[src/hw/rtl/pvtd_pkg.sv]
package pvtd_pkg;

	localparam int unsigned BYTE_W   = 8;
	localparam int unsigned WORD_W   = 32;
	localparam int unsigned SCALE_W  = 5;
	localparam int unsigned STATUS_W = 2;
	localparam int unsigned GROUP_W  = 7;
	localparam int unsigned GIDX_W   = 3;

	localparam logic [GIDX_W-1:0] MAX_GROUPS = 3'd5;

	localparam logic [SCALE_W-1:0] SCALE_RESET = 5'd1;

	localparam logic [STATUS_W-1:0] ST_ENTRY = 2'd0;
	localparam logic [STATUS_W-1:0] ST_TERM  = 2'd1;
	localparam logic [STATUS_W-1:0] ST_TRUNC = 2'd2;

	typedef struct packed {
		logic [BYTE_W-1:0] table_byte;
		logic              final_byte;
	} in_item_t;

	typedef struct packed {
		logic [STATUS_W-1:0] status;
		logic [WORD_W-1:0]   pc_start;
		logic [WORD_W-1:0]   pc_end;
		logic [WORD_W-1:0]   entry_value;
		logic                last;
	} result_t;

endpackage

[src/hw/rtl/pvtd_in_stage.sv]
module pvtd_in_stage
	import pvtd_pkg::*;
(
	input  logic     clk,
	input  logic     arst_n,
	input  logic     in_valid,
	output logic     in_ready,
	input  in_item_t in_item,
	input  logic     advance,
	output logic     fire,
	output in_item_t item_s1
);

	logic valid_s1;

	assign in_ready = !valid_s1 || advance;
	assign fire     = valid_s1 && advance;

	always_ff @(posedge clk or negedge arst_n) begin
		if (!arst_n) begin
			valid_s1 <= 1'b0;
		end else if (in_ready) begin
			valid_s1 <= in_valid;
		end
	end

	always_ff @(posedge clk) begin
		if (in_ready && in_valid) begin
			item_s1 <= in_item;
		end
	end

endmodule

[src/hw/rtl/pvtd_core.sv]
module pvtd_core
	import pvtd_pkg::*;
(
	input  logic               clk,
	input  logic               arst_n,
	input  logic               cfg_wr_en,
	input  logic [SCALE_W-1:0] cfg_wr_data,
	input  logic               fire,
	input  in_item_t           item,
	output logic               res_valid,
	output result_t            res
);

	logic [SCALE_W-1:0] pc_scale_q;
	logic [WORD_W-1:0]  varint_acc_q, varint_acc_d;
	logic [GIDX_W-1:0]  group_index_q, group_index_d;
	logic               in_pc_delta_q, in_pc_delta_d;
	logic               first_pair_q, first_pair_d;
	logic               finished_q, finished_d;
	logic [WORD_W-1:0]  running_value_q, running_value_d;
	logic [WORD_W-1:0]  range_start_q, range_start_d;

	logic [GROUP_W-1:0] grp;
	logic [WORD_W-1:0]  grp_shifted;
	logic [WORD_W-1:0]  acc_new;
	logic [WORD_W-1:0]  zig;
	logic [WORD_W-1:0]  value_new;
	logic [WORD_W-1:0]  pc_step;
	logic [WORD_W-1:0]  pc_end;
	logic               clear;

	assign grp = item.table_byte[GROUP_W-1:0];

	// place the group; bits past the word are dropped
	always_comb begin
		unique case (group_index_q)
			3'd0:    grp_shifted = {25'b0, grp};
			3'd1:    grp_shifted = {18'b0, grp, 7'b0};
			3'd2:    grp_shifted = {11'b0, grp, 14'b0};
			3'd3:    grp_shifted = {4'b0, grp, 21'b0};
			3'd4:    grp_shifted = {grp[3:0], 28'b0};
			default: grp_shifted = '0;
		endcase
	end

	assign acc_new   = varint_acc_q | grp_shifted;
	assign zig       = {1'b0, acc_new[WORD_W-1:1]} ^ {WORD_W{acc_new[0]}};
	assign value_new = running_value_q + zig;
	assign pc_step   = acc_new * {{(WORD_W-SCALE_W){1'b0}}, pc_scale_q};
	assign pc_end    = range_start_q + pc_step;

	always_comb begin
		varint_acc_d    = varint_acc_q;
		group_index_d   = group_index_q;
		in_pc_delta_d   = in_pc_delta_q;
		first_pair_d    = first_pair_q;
		finished_d      = finished_q;
		running_value_d = running_value_q;
		range_start_d   = range_start_q;
		clear           = 1'b0;
		res_valid       = 1'b0;
		res.status      = ST_TRUNC;
		res.pc_start    = range_start_q;
		res.pc_end      = range_start_q;
		res.entry_value = running_value_q;
		res.last        = 1'b1;

		if (fire) begin
			if (finished_q) begin
				// skip the rest of the table after a terminator
				clear = item.final_byte;
			end else if (item.table_byte[BYTE_W-1]) begin
				varint_acc_d = acc_new;
				if (group_index_q < MAX_GROUPS) begin
					group_index_d = group_index_q + 3'd1;
				end
				if (item.final_byte) begin
					res_valid = 1'b1;
					clear     = 1'b1;
				end
			end else begin
				varint_acc_d  = '0;
				group_index_d = '0;
				if (!in_pc_delta_q) begin
					if (acc_new == '0 && !first_pair_q) begin
						res_valid  = 1'b1;
						res.status = ST_TERM;
						clear      = item.final_byte;
						finished_d = 1'b1;
					end else begin
						first_pair_d    = 1'b0;
						running_value_d = value_new;
						in_pc_delta_d   = 1'b1;
						if (item.final_byte) begin
							// pc delta missing
							res_valid       = 1'b1;
							res.entry_value = value_new;
							clear           = 1'b1;
						end
					end
				end else begin
					res_valid     = 1'b1;
					res.status    = ST_ENTRY;
					res.pc_end    = pc_end;
					res.last      = item.final_byte;
					range_start_d = pc_end;
					in_pc_delta_d = 1'b0;
					clear         = item.final_byte;
				end
			end
		end

		if (clear) begin
			varint_acc_d    = '0;
			group_index_d   = '0;
			in_pc_delta_d   = 1'b0;
			first_pair_d    = 1'b1;
			finished_d      = 1'b0;
			running_value_d = '1;
			range_start_d   = '0;
		end
	end

	always_ff @(posedge clk or negedge arst_n) begin
		if (!arst_n) begin
			pc_scale_q      <= SCALE_RESET;
			varint_acc_q    <= '0;
			group_index_q   <= '0;
			in_pc_delta_q   <= 1'b0;
			first_pair_q    <= 1'b1;
			finished_q      <= 1'b0;
			running_value_q <= '1;
			range_start_q   <= '0;
		end else begin
			if (cfg_wr_en) begin
				pc_scale_q <= cfg_wr_data;
			end
			varint_acc_q    <= varint_acc_d;
			group_index_q   <= group_index_d;
			in_pc_delta_q   <= in_pc_delta_d;
			first_pair_q    <= first_pair_d;
			finished_q      <= finished_d;
			running_value_q <= running_value_d;
			range_start_q   <= range_start_d;
		end
	end

endmodule

[src/hw/rtl/pvtd_out_reg.sv]
module pvtd_out_reg
	import pvtd_pkg::*;
(
	input  logic    clk,
	input  logic    arst_n,
	input  logic    res_valid,
	input  result_t res,
	output logic    advance,
	output logic    out_valid,
	input  logic    out_ready,
	output result_t out_res
);

	logic valid_q;

	assign advance   = !valid_q || out_ready;
	assign out_valid = valid_q;

	always_ff @(posedge clk or negedge arst_n) begin
		if (!arst_n) begin
			valid_q <= 1'b0;
		end else if (advance) begin
			valid_q <= res_valid;
		end
	end

	always_ff @(posedge clk) begin
		if (advance && res_valid) begin
			out_res <= res;
		end
	end

endmodule

[src/hw/rtl/pc_value_table_decoder_unit.sv]
// pc-to-value table decoder: takes one encoded table byte per beat (s_tlast marks the
// table's last byte) and gives one beat per completed pc delta, terminator, truncated
// varint or entry cut off before its pc delta. One byte is accepted every cycle while
// the output is not stalled; a byte passes an input register, then the varint, zigzag,
// add and pc-scale multiply are done in a single pass against the table state and land
// in the result register. The result register lets the next byte enter while a result
// still waits. pc_scale may only be written between tables while nothing is in flight.
module pc_value_table_decoder_unit
	import pvtd_pkg::*;
(
	input  logic               clk,
	input  logic               arst_n,
	input  logic               cfg_wr_en,
	input  logic [SCALE_W-1:0] cfg_wr_data,  // pc_scale
	input  logic               s_tvalid,
	output logic               s_tready,
	input  logic [7:0]         s_tdata,      // [7:0] table_byte
	input  logic               s_tlast,      // final_byte
	output logic               m_tvalid,
	input  logic               m_tready,
	output logic [95:0]        m_tdata,      // [31:0] pc_start, [63:32] pc_end, [95:64] entry_value
	output logic [1:0]         m_tuser,      // [1:0] status
	output logic               m_tlast       // last
);

	in_item_t in_item;
	in_item_t item_s1;
	logic     advance;
	logic     fire;
	logic     res_valid;
	result_t  res;
	result_t  out_res;

	assign in_item.table_byte = s_tdata;
	assign in_item.final_byte = s_tlast;

	pvtd_in_stage u_in_stage (
		.clk      (clk),
		.arst_n   (arst_n),
		.in_valid (s_tvalid),
		.in_ready (s_tready),
		.in_item  (in_item),
		.advance  (advance),
		.fire     (fire),
		.item_s1  (item_s1)
	);

	pvtd_core u_core (
		.clk         (clk),
		.arst_n      (arst_n),
		.cfg_wr_en   (cfg_wr_en),
		.cfg_wr_data (cfg_wr_data),
		.fire        (fire),
		.item        (item_s1),
		.res_valid   (res_valid),
		.res         (res)
	);

	pvtd_out_reg u_out_reg (
		.clk       (clk),
		.arst_n    (arst_n),
		.res_valid (res_valid),
		.res       (res),
		.advance   (advance),
		.out_valid (m_tvalid),
		.out_ready (m_tready),
		.out_res   (out_res)
	);

	assign m_tdata = {out_res.entry_value, out_res.pc_end, out_res.pc_start};
	assign m_tuser = out_res.status;
	assign m_tlast = out_res.last;

endmodule
[config.mk]
export PLATFORM = sky130hd
export DESIGN_NAME = pc_value_table_decoder_unit
export DESIGN_NICKNAME = d
export VERILOG_FILES = /design/src/hw/rtl/pvtd_pkg.sv /design/src/hw/rtl/pvtd_in_stage.sv /design/src/hw/rtl/pvtd_core.sv /design/src/hw/rtl/pvtd_out_reg.sv /design/src/hw/rtl/pc_value_table_decoder_unit.sv
export SDC_FILE = /design/constraint.sdc
export NUM_CORES = 1
export LEC_CHECK = 0
export BUFFER_PORTS_ARGS = -buffer_cell sky130_fd_sc_hd__buf_4
export CAP_MARGIN = 25
export CORE_MARGIN = 4
export CORE_UTILIZATION = 62
export CTS_CLUSTER_DIAMETER = 120
export CTS_CLUSTER_SIZE = 14
export DETAILED_ROUTE_END_ITERATION = 10
export GPL_TIMING_DRIVEN = 1
export PLACE_DENSITY = 0.93
export SKIP_LAST_GASP = 1
export SYNTH_ARGS = -nofsm -noshare
export SYNTH_HDL_FRONTEND = slang
export SYNTH_HIERARCHICAL = 1
export SYNTH_SLANG_ARGS = --single-unit
export TNS_END_PERCENT = 30
[constraint.sdc]
create_clock -name clk -period 6.9 [get_ports clk]
set_input_delay 1.035 -clock clk [delete_from_list [all_inputs] [get_ports clk]]
set_output_delay 1.035 -clock clk [all_outputs]
set_load 0.01 [all_outputs]
==> results of run 1 <==
## cell type report
type,instances,area (um^2),area share
inverter,127,477,0.0275
sequential,217,6010,0.346
tap,324,405,0.0233
clock buffer,32,524,0.0302
clock inverter,2,17.5,0.00101
timing repair buffer,138,1080,0.0620
multi-input combinational,1091,8850,0.510
## power breakdown
group / internal, W / leakage [nW] / switching (W) / total [W]
registers: 0.00179 / 2.39 / 0.000224 / 0.00201
clock network: 0.000521 / 0.259 / 0.000472 / 0.000994
logic: 0.00198 / 5.07 / 0.00290 / 0.00489
## layer usage
layer,up-vias,routed length [um],track usage
li1,5292,-,-
met1,5716,13600,0.339
met2,571,18800,0.458
met3,119,3220,0.0467
met4,0,1360,0.104
met5,-,0,0
## worst max-delay path: cells and delay by family (launching register included)
| kind | cells | cell delay (ps) |
|---|---|---|
| buf+inv | 3 | 200 |
| simple gates | 4 | 1020 |
| flops | 1 | 430 |
| fa+ha+maj | 5 | 2160 |
| mux | 1 | 150 |
| compound gates | 8 | 1950 |
## placed cells by master (no fill, tap or decap), types with 11 or more instances in the layout
| cell type | count |
|---|---|
| xnor2_1 | 46 |
| o21ai_0 | 73 |
| clkbuf_1 | 13 |
| a21oi_1 | 81 |
| nand2b_1 | 46 |
| o21bai_1 | 11 |
| and2_1 | 33 |
| inv_1 | 127 |
| nor2_1 | 66 |
| o211ai_1 | 16 |
| fa_1 | 114 |
| a21o_1 | 32 |
| o21ai_2 | 23 |
| buf_4 | 136 |
| nand2_1 | 132 |
| nand3_1 | 13 |
| nor3_1 | 33 |
| edfxtp_1 | 108 |
| xor2_1 | 43 |
| clkbuf_16 | 19 |
| dfrtp_1 | 75 |
| nor2b_1 | 83 |
| dfstp_2 | 34 |
| ha_1 | 72 |
## flip-flops by register name (all words and copies together) (netlist names), 3 cells and up
signal                  cells
u_core/range_start_q       32
u_core/pc_scale_q           5
u_core/group_index_q        3
u_out_reg/out_res          99
u_core/varint_acc_q        32
u_core/running_value_q     32
u_in_stage/item_s1          9
## worst paths after layout
| check | start | to | slack, ps | depth (start not counted) |
|---|---|---|---|---|
| setup / recovery | u_core/group_index_q[0] | u_out_reg/out_res[62] | 730 | 21 |
| hold / removal | u_core/range_start_q[13] | u_out_reg/out_res[78] | 450 | 0 |
| setup reg to reg | u_core/group_index_q[0] | u_out_reg/out_res[62] | 730 | 21 |
| hold reg to reg | u_core/range_start_q[13] | u_out_reg/out_res[78] | 450 | 0 |
| max in group asynchronous | arst_n | u_core/running_value_q[3] | 5380 | 3 |
| min in group asynchronous | arst_n | u_core/range_start_q[2] | 490 | 1 |
## kinds of logic (layout without fill, tap and decap cells)
logic type | Yosys count | count (layout) | synth area share
adder cells (fa/ha/maj) | 186 | 186 | 0.204
XOR/XNOR | 89 | 89 | 0.0499
AO/OA/AOI/OAI | 316 | 316 | 0.133
AND/OR/NAND/NOR | 475 | 475 | 0.160
flip-flops | 217 | 217 | 0.385
multiplexers | 25 | 25 | 0.0186
buffers and inverters | 188 | 299 | 0.0503
## stage by stage
step	utilization	worst slack, ps	hold WS [ps]	power, W
6_report	0.708	729	454	0.00789
5_1_grt	0.708	427	459	0.00858
4_1_cts	0.705	821	455	0.00785
3_5_place_dp	0.683	856	435	0.00681
3_3_place_gp	0.683	1050	432	0.00655
2_1_floorplan	-	1440	425	0.00567
==> qor.csv, run 1 <==
metric,value,unit
status,"complete, no violations",
Synth area leaders,"edfxtp_1, fa_1, dfrtp_1, ha_1, dfstp_2",
Post-Synthesis Cell Area,15600,um^2
Hold Path Class,reg2reg,
Sink Count,217,
DR DRC count,0,
Final Max Slew Viols,0,
die height,167,um
yosys warns,6,
Synth cell types,76,
area grow syn2layout,11.1,%
number of vias per cell,6.06,
wire per inst,19.2,um
Resized Gates After CTS,0,
Pleak,7.71,nW
initial antenna violation count,0,
pin count of the biggest net entering global routing,80,
Post-Syn Area per Cell,10.5,um^2
grt ovf,0,
core area,24500,um^2
fill count,1741,
Post-CTS Setup Bufs,0,
Detailed Place HPWL,26800,um
Inst Count DP,1895,
Power Density,455,nW/um^2
crit-path max FO,10,
Num CTS Buffers,19,
Slew headroom,0.352,
largest area contributor in the netlist,edfxtp_1,
dominant synthesized flop cell,edfxtp_1,
Worst-Margin Slew,972,ps
"count leader, synth",nand2_1,
crit end category,flip-flop,
CTS tree,done,
num ports,120,
nets@finish,1799,
clk slew on worst S/H paths,70,ps
number of synthesized flops with an enable pin,108,
max-cap check violation count,0,
PortBufs,119,
RSZ-0062 raised after global routing,false,
initial drt markers,1182,
critical path start-end classification,reg2reg,
vias in the first global route,12288,
Initial Utilization,0.637,
Post-DP Area,16800,um^2
Antenna Cells,0,
worst ir drop on vdd,0.276,mV
max incr delay on CP,510,ps
# hold bufs at CTS,0,
Critical Path RT,7160,ps
"top cells by count, synth","nand2_1, inv_1, fa_1",
Async SR Flop Fraction,0.502,
All-Layer GR Usage,0.267,
routed via count,11698,
sequential-to-total area share from yosys stat,0.385,
top-area cell type share of the netlist area,0.207,
Die X-Extent,167,um
critical path arrival,6430,ps
die area,27800,um^2
row count,57,
post-route ant nets,0,
Layout Cells excl Fill,1931,
Fin Setup TNS,0,ps
Final Hold Viols,0,
fmax,162,MHz
#FFs+latches synth,217,
Tmin final,6170,ps
worst skew pair latency,510,ps
clock root cell,clkbuf_16,
Post-Syn Nets,1701,
Startpoint Class,flip-flop,
Total Wirelength,37000,um
Finished Cell Area,17400,um^2
first-pass GRT wire length,61300,um
first-pass detailed-route iteration total,6,
CP Cell Sequence,inv_1 -> ha_1 -> and2b_4 -> a21oi_1 -> nor2b_1 -> fa_1 -> fa_1 -> inv_1 -> fa_1 -> inv_1 -> ha_1 -> a21o_1 -> a21o_1 -> a21oi_1 -> o211ai_1 -> nor2_1 -> o221ai_1 -> a21oi_2 -> o21ai_0 -> mux2i_1 -> or2_2,
Clock Path Buffers,3,
Post-Syn Instances,1496,
gpl congestion,0.979,
crit share post-route,0.894,
Clock Skew,19.5,ps
CP max stage cell,fa_1,
layout cells sized above 1,0.171,
"Setup violations, final",0,
H-tree levels,1,
Note: power is estimated with default switching activity, not from simulation.
==> inputs of run 2 (changes only) <==
--- a/config.mk
+++ b/config.mk
@@ -7,8 +7,10 @@
 export LEC_CHECK = 0
 export BUFFER_PORTS_ARGS = -buffer_cell sky130_fd_sc_hd__buf_4
 export CAP_MARGIN = 25
+export CELL_PAD_IN_SITES_DETAIL_PLACEMENT = 0
+export CELL_PAD_IN_SITES_GLOBAL_PLACEMENT = 1
 export CORE_MARGIN = 4
-export CORE_UTILIZATION = 62
+export CORE_UTILIZATION = 49
 export CTS_CLUSTER_DIAMETER = 120
 export CTS_CLUSTER_SIZE = 14
 export DETAILED_ROUTE_END_ITERATION = 10
==> qor.csv, run 2 (synthesis results as in run 1) <==
metric,value,unit
CP Cell Sequence,inv_1 -> ha_1 -> and2b_4 -> a21oi_2 -> nand2b_1 -> fa_1 -> fa_1 -> fa_1 -> inv_1 -> ha_1 -> a21oi_1 -> o21bai_1 -> a21oi_1 -> o21ai_1 -> a221o_1 -> a221oi_4 -> o41ai_2 -> o31a_1 -> xnor2_1 -> a21oi_1,
max incr delay on CP,530,ps
crit-path max FO,10,
max FFs per register,99,
first-pass detailed-route iteration total,7,
Startpoint Class,flip-flop,
worst ir drop on vdd,0.209,mV
Clock Path Buffers,3,
Critical Path RT,7150,ps
fmax,161,MHz
multi-input logic area,8850,um^2
die height,187,um
DR DRC count,0,
# hold bufs at CTS,0,
Crit path buffers/inverters,2,
Tmin final,6220,ps
Final Max Slew Viols,0,
Detailed Place HPWL,26600,um
"Most flops, register",u_out_reg/out_res,
clock root cell,clkbuf_16,
"CP delay by family, top",compound AO/OA/AOI/OAI gates,
Die X-Extent,187,um
Power Density,446,nW/um^2
first-pass GRT wire length,60400,um
"Setup violations, final",0,
post-route ant nets,0,
gpl congestion,0.907,
Resized Gates After CTS,0,
initial drt markers,714,
area grow syn2layout,11.5,%
number of vias per cell,5.58,
Post-CTS Setup Bufs,0,
Slew headroom,0.352,
initial antenna violation count,0,
FF-to-FF path depth,20,
crit end category,flip-flop,
worst skew pair latency,510,ps
max-cap check violation count,0,
Worst-Margin Slew,972,ps
Total Wirelength,35800,um
WHS Path Cells,0,
Finished Cell Area,17400,um^2
pin count of the biggest net entering global routing,62,
clk slew on worst S/H paths,70,ps
routed via count,11188,
Sink Count,217,
PortBufs,119,
nets@finish,1797,
grt ovf,0,
Antenna Cells,0,
core area,31600,um^2
vias in the first global route,11734,
wire per inst,17.9,um
register area,6010,um^2
Hold Path Class,reg2reg,
Pleak,7.70,nW
layout cells sized above 1,0.170,
num ports,120,
Post-DP Area,16900,um^2
status,"complete, no violations",
Clock Skew,23.3,ps
RSZ-0062 raised after global routing,false,
Fin Setup TNS,0,ps
crit share post-route,0.901,
Initial Utilization,0.495,
die area,34800,um^2
Num CTS Buffers,19,
row count,65,
CTS tree,done,
All-Layer GR Usage,0.208,
critical path arrival,6460,ps
"most common cell after layout, fill and taps aside",buf_4,
most frequent cells in the layout,"buf_4, nand2_1, inv_1",
H-tree levels,1,
CP max stage cell,fa_1,
fill count,2754,
critical path start-end classification,reg2reg,
Crit path depth,20,
Final Hold Viols,0,
[run 2: changes by cell type in the layout (fill, tap and decap cells not counted), sizes merged]
| cell | previous run | this run |
|---|---|---|
| buf | 138 | 136 |
| inv | 129 | 128 |
[run 2: metrics by stage]
stage / utilization / worst slack, ps / total power, W / std cells / hold slack [ps]
finish: 0.552 / 683 / 0.00778 / 2006 / 441
global placement: 0.535 / 952 / 0.00666 / 1972 / 433
floorplan: - / 1440 / 0.00567 / 1496 / 425
global route: 0.552 / 423 / 0.00855 / 2006 / 467
CTS: 0.551 / 766 / 0.00782 / 2005 / 445
detailed placement: 0.535 / 740 / 0.00679 / 1972 / 431
[run 2: cell type report]
type	count	share of cell area
clock inverter	1	0.000503
inverter	127	0.0274
tap	402	0.0289
timing repair buffer	136	0.0604
multi-input combinational	1091	0.508
clock buffer	32	0.0301
sequential	217	0.345
[run 2: path summary, 6_finish.rpt]
path	startpoint	endpoint	slack [ps]
max in group asynchronous	arst_n	u_core/varint_acc_q[0]	5060
worst min-delay path	u_core/range_start_q[5]	u_out_reg/out_res[70]	440
worst max-delay path	u_core/group_index_q[0]	u_out_reg/out_res[63]	680
worst min register to register	u_core/range_start_q[5]	u_out_reg/out_res[70]	440
worst max register to register	u_core/group_index_q[0]	u_out_reg/out_res[63]	680
min in group asynchronous	arst_n	u_core/range_start_q[8]	640
[run 2: per-layer routing]
| layer | vias up | wire [um] | GRT usage |
|---|---|---|---|
| met3 | 72 | 2240 | 0.0400 |
| li1 | 5289 | - | - |
| met2 | 295 | 17200 | 0.356 |
| met4 | 0 | 1150 | 0.0660 |
| met1 | 5532 | 15200 | 0.270 |
| met5 | - | 0 | 0 |
[run 2: power breakdown]
group | total (W) | internal (W) | switching [W]
Combinational | 0.00478 | 0.00196 | 0.00281
Sequential | 0.00201 | 0.00179 | 0.000220
Clock | 0.000991 | 0.000519 | 0.000473
==> inputs of run 3 (changes only) <==
--- a/config.mk
+++ b/config.mk
@@ -16,6 +16,7 @@
 export DETAILED_ROUTE_END_ITERATION = 10
 export GPL_TIMING_DRIVEN = 1
 export PLACE_DENSITY = 0.93
+export RECOVER_POWER = 50
 export SKIP_LAST_GASP = 1
 export SYNTH_ARGS = -nofsm -noshare
 export SYNTH_HDL_FRONTEND = slang
==> qor.csv, run 3 (synthesis results as in run 1) <==
metric,value,unit
WHS Path Cells,0,
initial antenna violation count,0,
Detailed Place HPWL,26600,um
FF-to-FF path depth,20,
pre-CTS setup slack,740,ps
Crit path buffers/inverters,2,
area grow syn2layout,8.97,%
critical path endpoint,u_out_reg/out_res[63],
worst setup margin,704,ps
Die X-Extent,187,um
CTS tree,done,
most frequent cells in the layout,"nand2_1, inv_1, fa_1",
Finished Cell Area,17000,um^2
RSZ-0062 raised after global routing,false,
number of vias per cell,5.56,
H-tree levels,1,
die height,187,um
Fin Setup TNS,0,ps
Clock Path Buffers,3,
first-pass GRT wire length,60400,um
core area,31600,um^2
Power Density,452,nW/um^2
critical path arrival,6440,ps
nets@finish,1797,
Post-CTS Setup Bufs,0,
num ports,120,
M3 GR Usage,0.0400,
Initial Utilization,0.495,
max FFs per register,99,
GRT met1 Usage,0.270,
CP max stage cell,fa_1,
# hold bufs at CTS,0,
wire per inst,17.9,um
Pleak,7.31,nW
Crit Reg-Reg Endpoint,u_out_reg/out_res[63],
Resized Gates After CTS,0,
final hold slack,441,ps
Slew headroom,-1.40,
Post-DP Area,16900,um^2
critical path start-end classification,reg2reg,
worst skew pair latency,510,ps
"Setup violations, final",0,
pin count of the biggest net entering global routing,62,
Startpoint Class,flip-flop,
vias in the first global route,11734,
"CP delay by family, top",compound AO/OA/AOI/OAI gates,
Worst-Margin Slew,3600,ps
worst ir drop on vdd,0.209,mV
GR met2 Demand/Resource,0.356,
Final Max Slew Viols,96,
Critical Path RT,7140,ps
Final Hold Viols,0,
DR DRC count,0,
die area,34800,um^2
GRT busiest layer,met2,
status,"complete, but fails checks",
first-pass detailed-route iteration total,4,
max-cap check violation count,2,
grt ovf,0,
routed via count,11151,
post-route ant nets,0,
All-Layer GR Usage,0.208,
Reg2Reg Launch Point,u_core/group_index_q[0],
layout cells sized above 1,0.105,
Total Wirelength,36000,um
PnR Total Power,0.00770,W
Antenna Cells,0,
Sink Count,217,
crit end category,flip-flop,
Crit path depth,20,
CP Cell Sequence,inv_1 -> ha_1 -> and2b_4 -> a21oi_1 -> nand2b_1 -> fa_1 -> fa_1 -> fa_1 -> inv_1 -> ha_1 -> a21oi_1 -> o21bai_1 -> a21oi_1 -> o21ai_1 -> a221o_1 -> a221oi_4 -> o41ai_2 -> o31a_1 -> xnor2_1 -> a21oi_1,
"most common cell after layout, fill and taps aside",nand2_1,
failing checks,"max-capacitance violations, max-slew violations",
"Most flops, register",u_out_reg/out_res,
row count,65,
gpl congestion,0.907,
Clock Skew,20.9,ps
clock root cell,clkbuf_16,
Hold Path Class,reg2reg,
clk slew on worst S/H paths,70,ps
r2r setup slk,700,ps
Worst Setup SP,u_core/group_index_q[0],
initial drt markers,674,
max incr delay on CP,530,ps
Tmin final,6200,ps
Num CTS Buffers,19,
crit share post-route,0.898,
"most used cell, CP",a21oi_1,
PortBufs,119,
crit-path max FO,10,
fmax,161,MHz
run 3: cell count changes in the layout (fill, tap and decap cells not counted), sizes merged:
cell,previous run,this run
buf,136,26
clkbuf,32,142
run 3: report_power, final:
| part | total (W) | switching (W) | internal (W) | leakage [nW] |
|---|---|---|---|---|
| clock | 0.000991 | 0.000472 | 0.000519 | 0.254 |
| sequential | 0.00201 | 0.000217 | 0.00179 | 2.39 |
| combinational | 0.00470 | 0.00282 | 0.00188 | 4.67 |
run 3: worst reg2reg max path: stages, from the launching register on:
cell and delay (ps):
dfrtp_1 420, inv_1 110, ha_1 350, and2b_4 260, a21oi_1 460, nand2b_1 200
fa_1 450, fa_1 530, fa_1 510, inv_1 50, ha_1 310, a21oi_1 160
o21bai_1 110, a21oi_1 290, o21ai_1 170, a221o_1 420, a221oi_4 440, o41ai_2 170
o31a_1 270, xnor2_1 170, a21oi_1 90
run 3: layout make-up:
| type | instances | area (um^2) |
|---|---|---|
| Fill cell | 2852 | 14500 |
| Timing Repair Buffer | 136 | 679 |
| Sequential cell | 217 | 6010 |
| Tap cell | 402 | 503 |
| Multi-Input combinational cell | 1091 | 8830 |
| Clock inverter | 1 | 8.76 |
| Clock buffer | 32 | 524 |
| Inverter | 127 | 477 |
run 3: metrics by stage:
step                cells  utilization
global placement     1972        0.535
floorplan            1496            -
finish               2006        0.540
CTS                  2005        0.551
detailed placement   1972        0.535
global route         2006        0.540
run 3: routing by layer:
metal / wire [um] / up-vias
li1: - / 5280
met2: 17300 / 301
met4: 1120 / 0
met5: 0 / -
met3: 2290 / 65
met1: 15300 / 5505
run 3: worst min path at each step:
stage	from	endpoint	slack [ps]
6_report	u_core/range_start_q[5]	u_out_reg/out_res[70]	440
5_1_grt	u_core/range_start_q[29]	u_out_reg/out_res[94]	470
4_1_cts	u_core/range_start_q[5]	u_out_reg/out_res[70]	450
3_5_place_dp	u_core/range_start_q[29]	u_out_reg/out_res[94]	430
3_3_place_gp	u_core/range_start_q[5]	u_out_reg/out_res[70]	430
2_1_floorplan	u_core/range_start_q[3]	u_out_reg/out_res[68]	420
